**src/rtl/gkcp_ram.sv**
```systemverilog
// generic single-write, single-read ram with registered read
// no dependencies
`timescale 1ns / 1ps
module gkcp_ram #(
    parameter int Width = 8,
    parameter int Depth = 16
) (
    input  logic                     i_clk,
    input  logic                     i_we,
    input  logic [$clog2(Depth)-1:0] i_waddr,
    input  logic [Width-1:0]         i_wdata,
    input  logic [$clog2(Depth)-1:0] i_raddr,
    output logic [Width-1:0]         o_rdata
);
    logic [Width-1:0] r_mem [Depth];
    logic [Width-1:0] r_rdata;

    always_ff @(posedge i_clk) begin
        if (i_we) begin
            r_mem[i_waddr] <= i_wdata;
        end
        r_rdata <= r_mem[i_raddr];
    end
    assign o_rdata = r_rdata;
endmodule

```
**config.mk**
```make
export PLATFORM = sky130hd
export DESIGN_NAME = gkcp_ram
export DESIGN_NICKNAME = d
export VERILOG_FILES = /design/src/rtl/gkcp_ram.sv
export SDC_FILE = /design/constraint.sdc
export NUM_CORES = 1
export LEC_CHECK = 0
export BUFFER_PORTS_ARGS = -buffer_cell sky130_fd_sc_hd__buf_2
export CAP_MARGIN = 20
export CORE_ASPECT_RATIO = 1.5
export CORE_MARGIN = 3
export CORE_UTILIZATION = 50
export DETAILED_ROUTE_END_ITERATION = 16
export GPL_TIMING_DRIVEN = 0
export PLACE_DENSITY = 0.67
export SLEW_MARGIN = 30
export SYNTH_ARGS = -nofsm -noshare
export SYNTH_HDL_FRONTEND = slang
export SYNTH_SLANG_ARGS = --single-unit
```
**constraint.sdc**
```tcl
create_clock -name i_clk -period 3.4 [get_ports i_clk]
set_clock_uncertainty 0.1 [all_clocks]
set_input_delay 0.51 -clock i_clk [delete_from_list [all_inputs] [get_ports i_clk]]
set_output_delay 0.51 -clock i_clk [all_outputs]
set_load 0.03 [all_outputs]
```
# Yosys cells after proc, flatten, opt, wreduce, memory -nomap -nowiden
# Memories as Yosys holds them, arrays and structs flattened. A register that Yosys moved wholly into a read port is not among the register bits.
# Cells that the tools add are included.
# word_totals
ramBits	128
output_inout_bits	8
romBits	0
register_bits	0
mem_count	1
latch_bits	0
# op_classes
n_reduce_logical	0
magnitude_cmp	0
n_eq_ne	0
n_addsub	0
n_bitwise	0
div_mod_pow	0
mux	2
multipliers	0
n_shift	0
# mem_list
name	words	word_bits	rd	rd_clocked_by_memory_dff	write_ports	line_no	rtl
r_mem	16	8	1	1	1	15	logic [Width-1:0] r_mem [Depth];
# op_table
cell	count
2-to-1 mux 1 bit	2

# Depth between registers and ports, before layout
# Gate-level depths: netlist of run 1.
# depth
word_depth	2
mapped_depth	5
depth_no_buf	3

# Least setup slack after synthesis of run 1
# OpenSTA, ideal clock, no wires.
# synth_path
kind	in2reg
from	in i_waddr[2]
to	mem r_mem[0][0], enable pin
slack_ns	1.297
arrival_ns	1.620
cell_stages	2
path_cell_list	or3b_2 nor3_1
# synth_rtl
item	line_no	rtl
start: declaration	10	input logic [$clog2(Depth)-1:0] i_waddr,
end: declaration	15	
# Straight into the memory's write port.

# Worst setup path after layout of run 1
# layout_path
from	in i_waddr[2]
to	mem r_mem[2][6], enable pin
# Straight into the memory's write port.

==> summary.txt, run 1 <==
outcome = finished clean
Ys Warns = 0
Post-DP Area = 5430 sq um
critical path type = in -> reg
most frequent cells in the layout = edfxtp_1 (128), buf_2 (27), mux4_2 (18)
Hold WC Path Type = in -> reg
DP Wirelength = 6160 microns
Switching Share = 0.216
Die Height = 130 microns
most common cell after layout, fill and taps aside = edfxtp_1
CTS Hold Bufs = 0
Die Wd = 88.8 microns
Critical Path AT = 1800 ps
Inserted Clock Buffers = 17
post-CTS setup buffer count = 0
combinational share of power = 0.052
fin area = 5990 sq um
fin cells = 400
crit path cell chain = buf_2 > or3b_2 > nor2_1
First-pass DRT Iterations = 5
clock power share = 0.448
Top Ports = 26
Cells after Synth = 229
P_int = 2.95 mW
residual DRC count = 0
final net count = 290
Area Growth Syn to Fin = 16.3%
Ant. Diodes = 0
Cell variety after synth = 19
final period utilization = 0.549
first-pass GRT wire length = 14300 microns
Net Switching = 0.815 mW
via count = 2384
post-route ant nets = 0
startpoint types = input pin
CTS tree = done
Cell Pwr Density = 629 nW/um^2
# rows = 44
Slew headroom = 0.455
routed len/inst = 23.9 microns
Mapped Area = 5150 sq um
Worst path top cell family by delay = simple AND/OR/NAND/NOR gates
Fin. Hold Viols = 0
initial antenna violation count = 0
grt total ovfl = 0
post-route setup TNS = 0 ps
crit-path max FO = 8
Worst Tran Pin Value = 814 ps
share of layout cells above drive strength 1 = 0.312
clk slew on worst S/H paths = 60 ps
vias per cell = 5.96
largest net degree at the start of global routing = 17
Leakage = 2.00 nW
post-synthesis sequential area ratio = 0.778
#FFs+latches synth = 136
Root Buffer = clkbuf_16
Crit. End Element = flop
RSZ-0062 raised after global routing = no
number of global-route vias before repair = 2488
# placed instances = 368
slowest stage cell, crit path = nor2_1
CTS Sinks = 136
GPL Wtd Cong = 0.841
Initial Util = 0.522
final WL = 9570 microns
area of the die = 11600 sq um
worst path buffer plus inverter count = 1
final max-slew violation count = 0
worst skew pair latency = 410 ps
# setup viols final = 0
Initial DRC Count = 205
Synth Net Count = 247
port buffer count = 24
Flop pwr share = 0.500
slowest stage delay, CP = 650 ps
WP data required = 3340 ps
H-tree Lvls = 4
syn_area_per_cell = 22.5 sq um
Peak Freq = 0.536 GHz
core footprint = 9850 sq um
number of max-cap violations = 0
clk buf depth = 2
Period minus WS final = 1870 ps
Max IR drop VDD = 0.445 mV
Total GRT Usage = 0.186
PostCTS Resize Cnt = 0
[cell families after synthesis]
kind of cell | share of synthesized area
compound gates | 0.0233
simple gates | 0.0318
buf+inv | 0.0168
flops | 0.778
mux | 0.150
[sequential cells by signal, indices dropped and copies added, names as in the netlist]
name,cells
r_mem,128
o_rdata,8
[metrics by stage]
step / util / total power, mW / hold WS [ps] / setup slack, ps
finish: 0.608 / 3.77 / 401 / 1530
detailed placement: 0.551 / 2.12 / 559 / 1090
floorplan: - / 2.03 / 509 / 1300
CTS: 0.608 / 3.79 / 390 / 1480
global route: 0.608 / 3.87 / 401 / 1440
global placement: 0.549 / 2.11 / 556 / 699
[cells in the mapped netlist (all sizes together)]
| library cell | instances | area [sq um] |
|---|---|---|
| or3b | 1 | 8.76 |
| mux4 | 32 | 773 |
| a22oi | 16 | 120 |
| nor2 | 13 | 48.8 |
| nand3 | 1 | 5.00 |
| buf | 7 | 56.3 |
| dfxtp | 8 | 160 |
| nor3 | 4 | 20.0 |
| clkdlybuf4s25 | 3 | 30.0 |
| and2b | 1 | 7.51 |
| nor2b | 1 | 6.26 |
| nand2 | 9 | 33.8 |
| edfxtp | 128 | 3840 |
| and2 | 1 | 6.26 |
| nand3b | 2 | 15.0 |
| nand2b | 2 | 12.5 |
[per-layer routing]
metal,vias up,wire (microns),global-route usage
met4,0,348,0.0996
met3,18,555,0.0562
li1,1061,-,-
met2,96,4840,0.285
met5,-,0,0
met1,1209,3820,0.238
[power groups by stage]
stage	registers [mW]	logic, mW	clock network [mW]
floorplan	1.94	0.0951	0
finish	1.88	0.197	1.69
CTS	1.88	0.201	1.70
global placement	1.92	0.196	0
global route	1.89	0.211	1.77
detailed placement	1.92	0.200	0
[cell type report]
type / count / area (sq um)
Sequential cell: 136 / 4000
Fill cell: 697 / 3870
Multi-Input combinational cell: 83 / 1080
Clock buffer: 17 / 425
Tap cell: 115 / 144
Clock inverter: 15 / 130
Timing Repair Buffer: 24 / 120
Buffer: 10 / 86.3
[worst paths after layout]
kind                          startpoint                     to  slack [ps]  cells after the start
setup / recovery              i_waddr[2]  r_mem[2][6]$_DFFE_PP_        1530                      3
hold / removal                i_wdata[4]  r_mem[2][4]$_DFFE_PP_         400                      1
setup reg to reg   r_mem[1][3]$_DFFE_PP_     o_rdata[3]$_DFF_P_        1830                      3
hold reg to reg   r_mem[12][3]$_DFFE_PP_     o_rdata[3]$_DFF_P_         580                      3
No activity file was read; power rests on OpenSTA's default activity.
==> run 2, diff against run 1 <==
--- a/config.mk
+++ b/config.mk
@@ -12,7 +12,7 @@
 export CORE_UTILIZATION = 50
 export DETAILED_ROUTE_END_ITERATION = 16
 export GPL_TIMING_DRIVEN = 0
-export PLACE_DENSITY = 0.67
+export PLACE_DENSITY = 0.7
 export SLEW_MARGIN = 30
 export SYNTH_ARGS = -nofsm -noshare
 export SYNTH_HDL_FRONTEND = slang
==> constraint.sdc (replaced) <==
create_clock -name i_clk -period 1.7 [get_ports i_clk]
set_clock_uncertainty 0.1 [all_clocks]
set_input_delay 0.255 -clock i_clk [delete_from_list [all_inputs] [get_ports i_clk]]
set_output_delay 0.255 -clock i_clk [all_outputs]
set_load 0.03 [all_outputs]
==> summary.txt, run 2 (synthesis results as in run 1) <==
outcome = finished clean
number of global-route vias before repair = 2499
Area Growth Syn to Fin = 18.7%
Die Wd = 88.8 microns
worst skew pair latency = 410 ps
# rows = 44
port buffer count = 24
PostCTS Resize Cnt = 0
Peak Freq = 0.633 GHz
fin area = 6110 sq um
# setup viols final = 0
Post-DP Area = 5430 sq um
post-CTS setup buffer count = 0
post-route setup TNS = 0 ps
routed len/inst = 24.3 microns
First-pass DRT Iterations = 5
GPL Wtd Cong = 0.854
clock power share = 0.484
core footprint = 9850 sq um
# placed instances = 368
initial antenna violation count = 0
P_int = 6.51 mW
fin cells = 400
WP data required = 1630 ps
r2r setup slk = 150 ps
max reg flops = 128
Root Buffer = clkbuf_16
via count = 2438
Max IR drop VDD = 0.814 mV
final WL = 9710 microns
Fin. Hold Viols = 0
area of the die = 11600 sq um
Initial DRC Count = 237
Leakage = 2.08 nW
RSZ-0062 raised after global routing = no
slowest stage cell, crit path = nor2_1
crit-path max FO = 8
most flop-heavy register = r_mem
worst path buffer plus inverter count = 1
Net Switching = 1.56 mW
Initial Util = 0.522
Period minus WS final = 1580 ps
Hold WC Path Type = in -> reg
Flop pwr share = 0.467
number of max-cap violations = 0
startpoint types = input pin
Layout Utilization = 0.620
first-pass GRT wire length = 14800 microns
grt total ovfl = 0
vias per cell = 6.10
Die Height = 130 microns
H-tree Lvls = 4
Inserted Clock Buffers = 17
slowest stage delay, CP = 610 ps
Worst path top cell family by delay = simple AND/OR/NAND/NOR gates
# fillers = 666
CTS tree = done
CTS Sinks = 136
Crit. End Element = flop
clk slew on worst S/H paths = 50 ps
Top Ports = 26
most common cell after layout, fill and taps aside = edfxtp_1
crit path cell chain = buf_2 > or3b_2 > nor2_1
clk buf depth = 2
Slew headroom = 0.451
most frequent cells in the layout = edfxtp_1 (128), buf_2 (27), clkbuf_16 (25)
final max-slew violation count = 0
Total GRT Usage = 0.193
final period utilization = 0.930
share of layout cells above drive strength 1 = 0.312
Critical Path AT = 1510 ps
post-route ant nets = 0
critical path type = in -> reg
Switching Share = 0.193
combinational share of power = 0.049
CTS Hold Bufs = 0
largest net degree at the start of global routing = 17
Worst Tran Pin Value = 820 ps
Ant. Diodes = 0
Cell Pwr Density = 1320 nW/um^2
residual DRC count = 0
final net count = 290
DP Wirelength = 6040 microns
-- run 2: layout make-up --
cell class                      instances  area [sq um]  share of cell area
Sequential cell                       136          4000               0.655
Tap cell                              115           144              0.0236
Clock inverter                          5          32.5             0.00532
Buffer                                 10          86.3              0.0141
Timing Repair Buffer                   24           120              0.0197
Multi-Input combinational cell         83          1080               0.177
Clock buffer                           27           643               0.105
-- run 2: path summary, 6_finish.rpt --
kind                                             start               endpoint  cells past startpoint
worst max-delay path                        i_waddr[2]  r_mem[1][5]$_DFFE_PP_                      3
worst min-delay path                        i_wdata[5]  r_mem[5][5]$_DFFE_PP_                      1
worst max register to register   r_mem[1][2]$_DFFE_PP_     o_rdata[2]$_DFF_P_                      3
worst min register to register  r_mem[13][2]$_DFFE_PP_     o_rdata[2]$_DFF_P_                      3
-- run 2: layer usage --
metal / vias to the layer above / share of wire / global-route usage
met1: 1251 / 0.38 / 0.243
met5: - / 0 / 0
met2: 106 / 0.52 / 0.295
met4: 0 / 0.037 / 0.118
li1: 1062 / - / -
met3: 19 / 0.068 / 0.0550
-- run 2: power by group through the flow --
stage	sequential (mW)	clock [mW]	combinational [mW]
finish	3.77	3.90	0.398
global route	3.77	4.08	0.431
CTS	3.77	3.95	0.405
detailed placement	3.84	0	0.401
global placement	3.83	0	0.390
floorplan	3.88	0	0.191
-- run 2: metrics by stage --
stage / setup WS, ps / hold slack (ps) / total power [mW]
finish: 119 / 141 / 8.07
global route: 53.7 / 149 / 8.29
CTS: 50.9 / 128 / 8.12
detailed placement: -363 / 557 / 4.24
global placement: -444 / 548 / 4.22
floorplan: 78.9 / 254 / 4.07
==> run 3, diff against run 2 <==
--- a/config.mk
+++ b/config.mk
@@ -13,6 +13,7 @@
 export DETAILED_ROUTE_END_ITERATION = 16
 export GPL_TIMING_DRIVEN = 0
 export PLACE_DENSITY = 0.7
+export RECOVER_POWER = 100
 export SLEW_MARGIN = 30
 export SYNTH_ARGS = -nofsm -noshare
 export SYNTH_HDL_FRONTEND = slang
==> summary.txt, run 3 (synthesis results as in run 1) <==
outcome = finished clean
startpoint types = input pin
Slew headroom = 0.445
number of max-cap violations = 0
First-pass DRT Iterations = 4
# fillers = 674
share of layout cells above drive strength 1 = 0.246
post-route ant nets = 0
pre-CTS WS = -363 ps
WP data required = 1640 ps
Worst Tran Pin Value = 829 ps
storage element area = 4000 sq um
first-pass GRT wire length = 14800 microns
largest net degree at the start of global routing = 17
Leakage = 2.02 nW
RSZ-0062 raised after global routing = no
Critical Path AT = 1510 ps
most frequent cells in the layout = edfxtp_1 (128), clkbuf_16 (25), clkbuf_1 (20)
Ant. Diodes = 0
fin cells = 400
Top Ports = 26
R2R depth = 3
CTS Sinks = 136
worst skew pair latency = 410 ps
vias per cell = 6.02
final period utilization = 0.928
clk slew on worst S/H paths = 50 ps
crit-path max FO = 8
Period minus WS final = 1580 ps
# setup viols final = 0
Fin. Hold Viols = 0
residual DRC count = 0
r2r setup slk = 150 ps
Die Wd = 88.8 microns
CTS tree = done
R2R Path End = o_rdata[2]$_DFF_P_
crit path launch = i_waddr[2]
post-CTS setup buffer count = 0
fin area = 6090 sq um
Post-DP Area = 5430 sq um
Root Buffer = clkbuf_16
setup ws final = 123 ps
Initial DRC Count = 240
multi-input logic area = 1080 sq um
Hold Path Depth = 2
H-tree Lvls = 4
port buffer count = 24
Total GRT Usage = 0.193
final net count = 290
Inserted Clock Buffers = 17
total power = 8.06 mW
routed len/inst = 24.3 microns
final WL = 9730 microns
Area Growth Syn to Fin = 18.2%
clk buf depth = 2
grt total ovfl = 0
critical path capture point = r_mem[1][5]$_DFFE_PP_
area of the die = 11600 sq um
max reg flops = 128
Peak Freq = 0.634 GHz
initial antenna violation count = 0
critical path type = in -> reg
DP Wirelength = 6040 microns
final max-slew violation count = 0
most flop-heavy register = r_mem
worst reg2reg startpoint = r_mem[1][2]$_DFFE_PP_
Die Height = 130 microns
Hold WC Path Type = in -> reg
Cell Pwr Density = 1330 nW/um^2
# rows = 44
Initial Util = 0.522
# placed instances = 368
GPL Wtd Cong = 0.854
Max IR drop VDD = 0.820 mV
Crit. End Element = flop
core footprint = 9850 sq um
via count = 2406
number of global-route vias before repair = 2499
most common cell after layout, fill and taps aside = edfxtp_1
-- run 3: changes by cell type in the layout (fill, tap and decap cells not counted) --
cell      change
buf_2        -19
clkbuf_1     +19
-- run 3: where the power goes --
group          internal, mW  switching [mW]
Sequential             3.75          0.0178
Clock                  2.61            1.30
Combinational         0.139           0.248
-- run 3: how the worst min path moves through the flow --
stage                     slack [ps]                     to              startpoint
after global placement           550  r_mem[6][5]$_DFFE_PP_              i_wdata[5]
after CTS                        130  r_mem[5][5]$_DFFE_PP_              i_wdata[5]
final                            260  r_mem[0][0]$_DFFE_PP_              i_waddr[1]
after detailed placement         560     o_rdata[2]$_DFF_P_  r_mem[15][2]$_DFFE_PP_
after global routing             270  r_mem[4][2]$_DFFE_PP_              i_waddr[1]
after floorplan                  250  r_mem[0][0]$_DFFE_PP_              i_wdata[0]
-- run 3: critical path, cell delays in order --
cell      delay (ps)
clkbuf_1         100
or3b_2           540
nor2_1           610
-- run 3: routing by layer --
layer / GRT usage / wire length (microns)
met5: 0 / 0
met4: 0.118 / 342
met3: 0.0550 / 571
met2: 0.295 / 5070
met1: 0.243 / 3750
-- run 3: what timing repair did --
item,in CTS,in global routing
hold buffers,0,0
resized for setup,0,1
setup endpoints to repair,0,8
-- run 3: layout make-up --
cell class	count	share of cell area
well taps	115	0.0236
clock buffers	27	0.106
repair buffers	24	0.0158
multi-input cells	83	0.177
clock inverters	5	0.00535
plain buffers	10	0.0142
flip-flops and latches	136	0.658
-- run 3: through the flow --
step                hold slack, ps  TNS, ps  utilization
CTS                            128        0        0.620
detailed placement             557   -14690        0.551
floorplan                      254        0            -
global route                   265        0        0.618
finish                         265        0        0.618
global placement               548   -22780        0.550
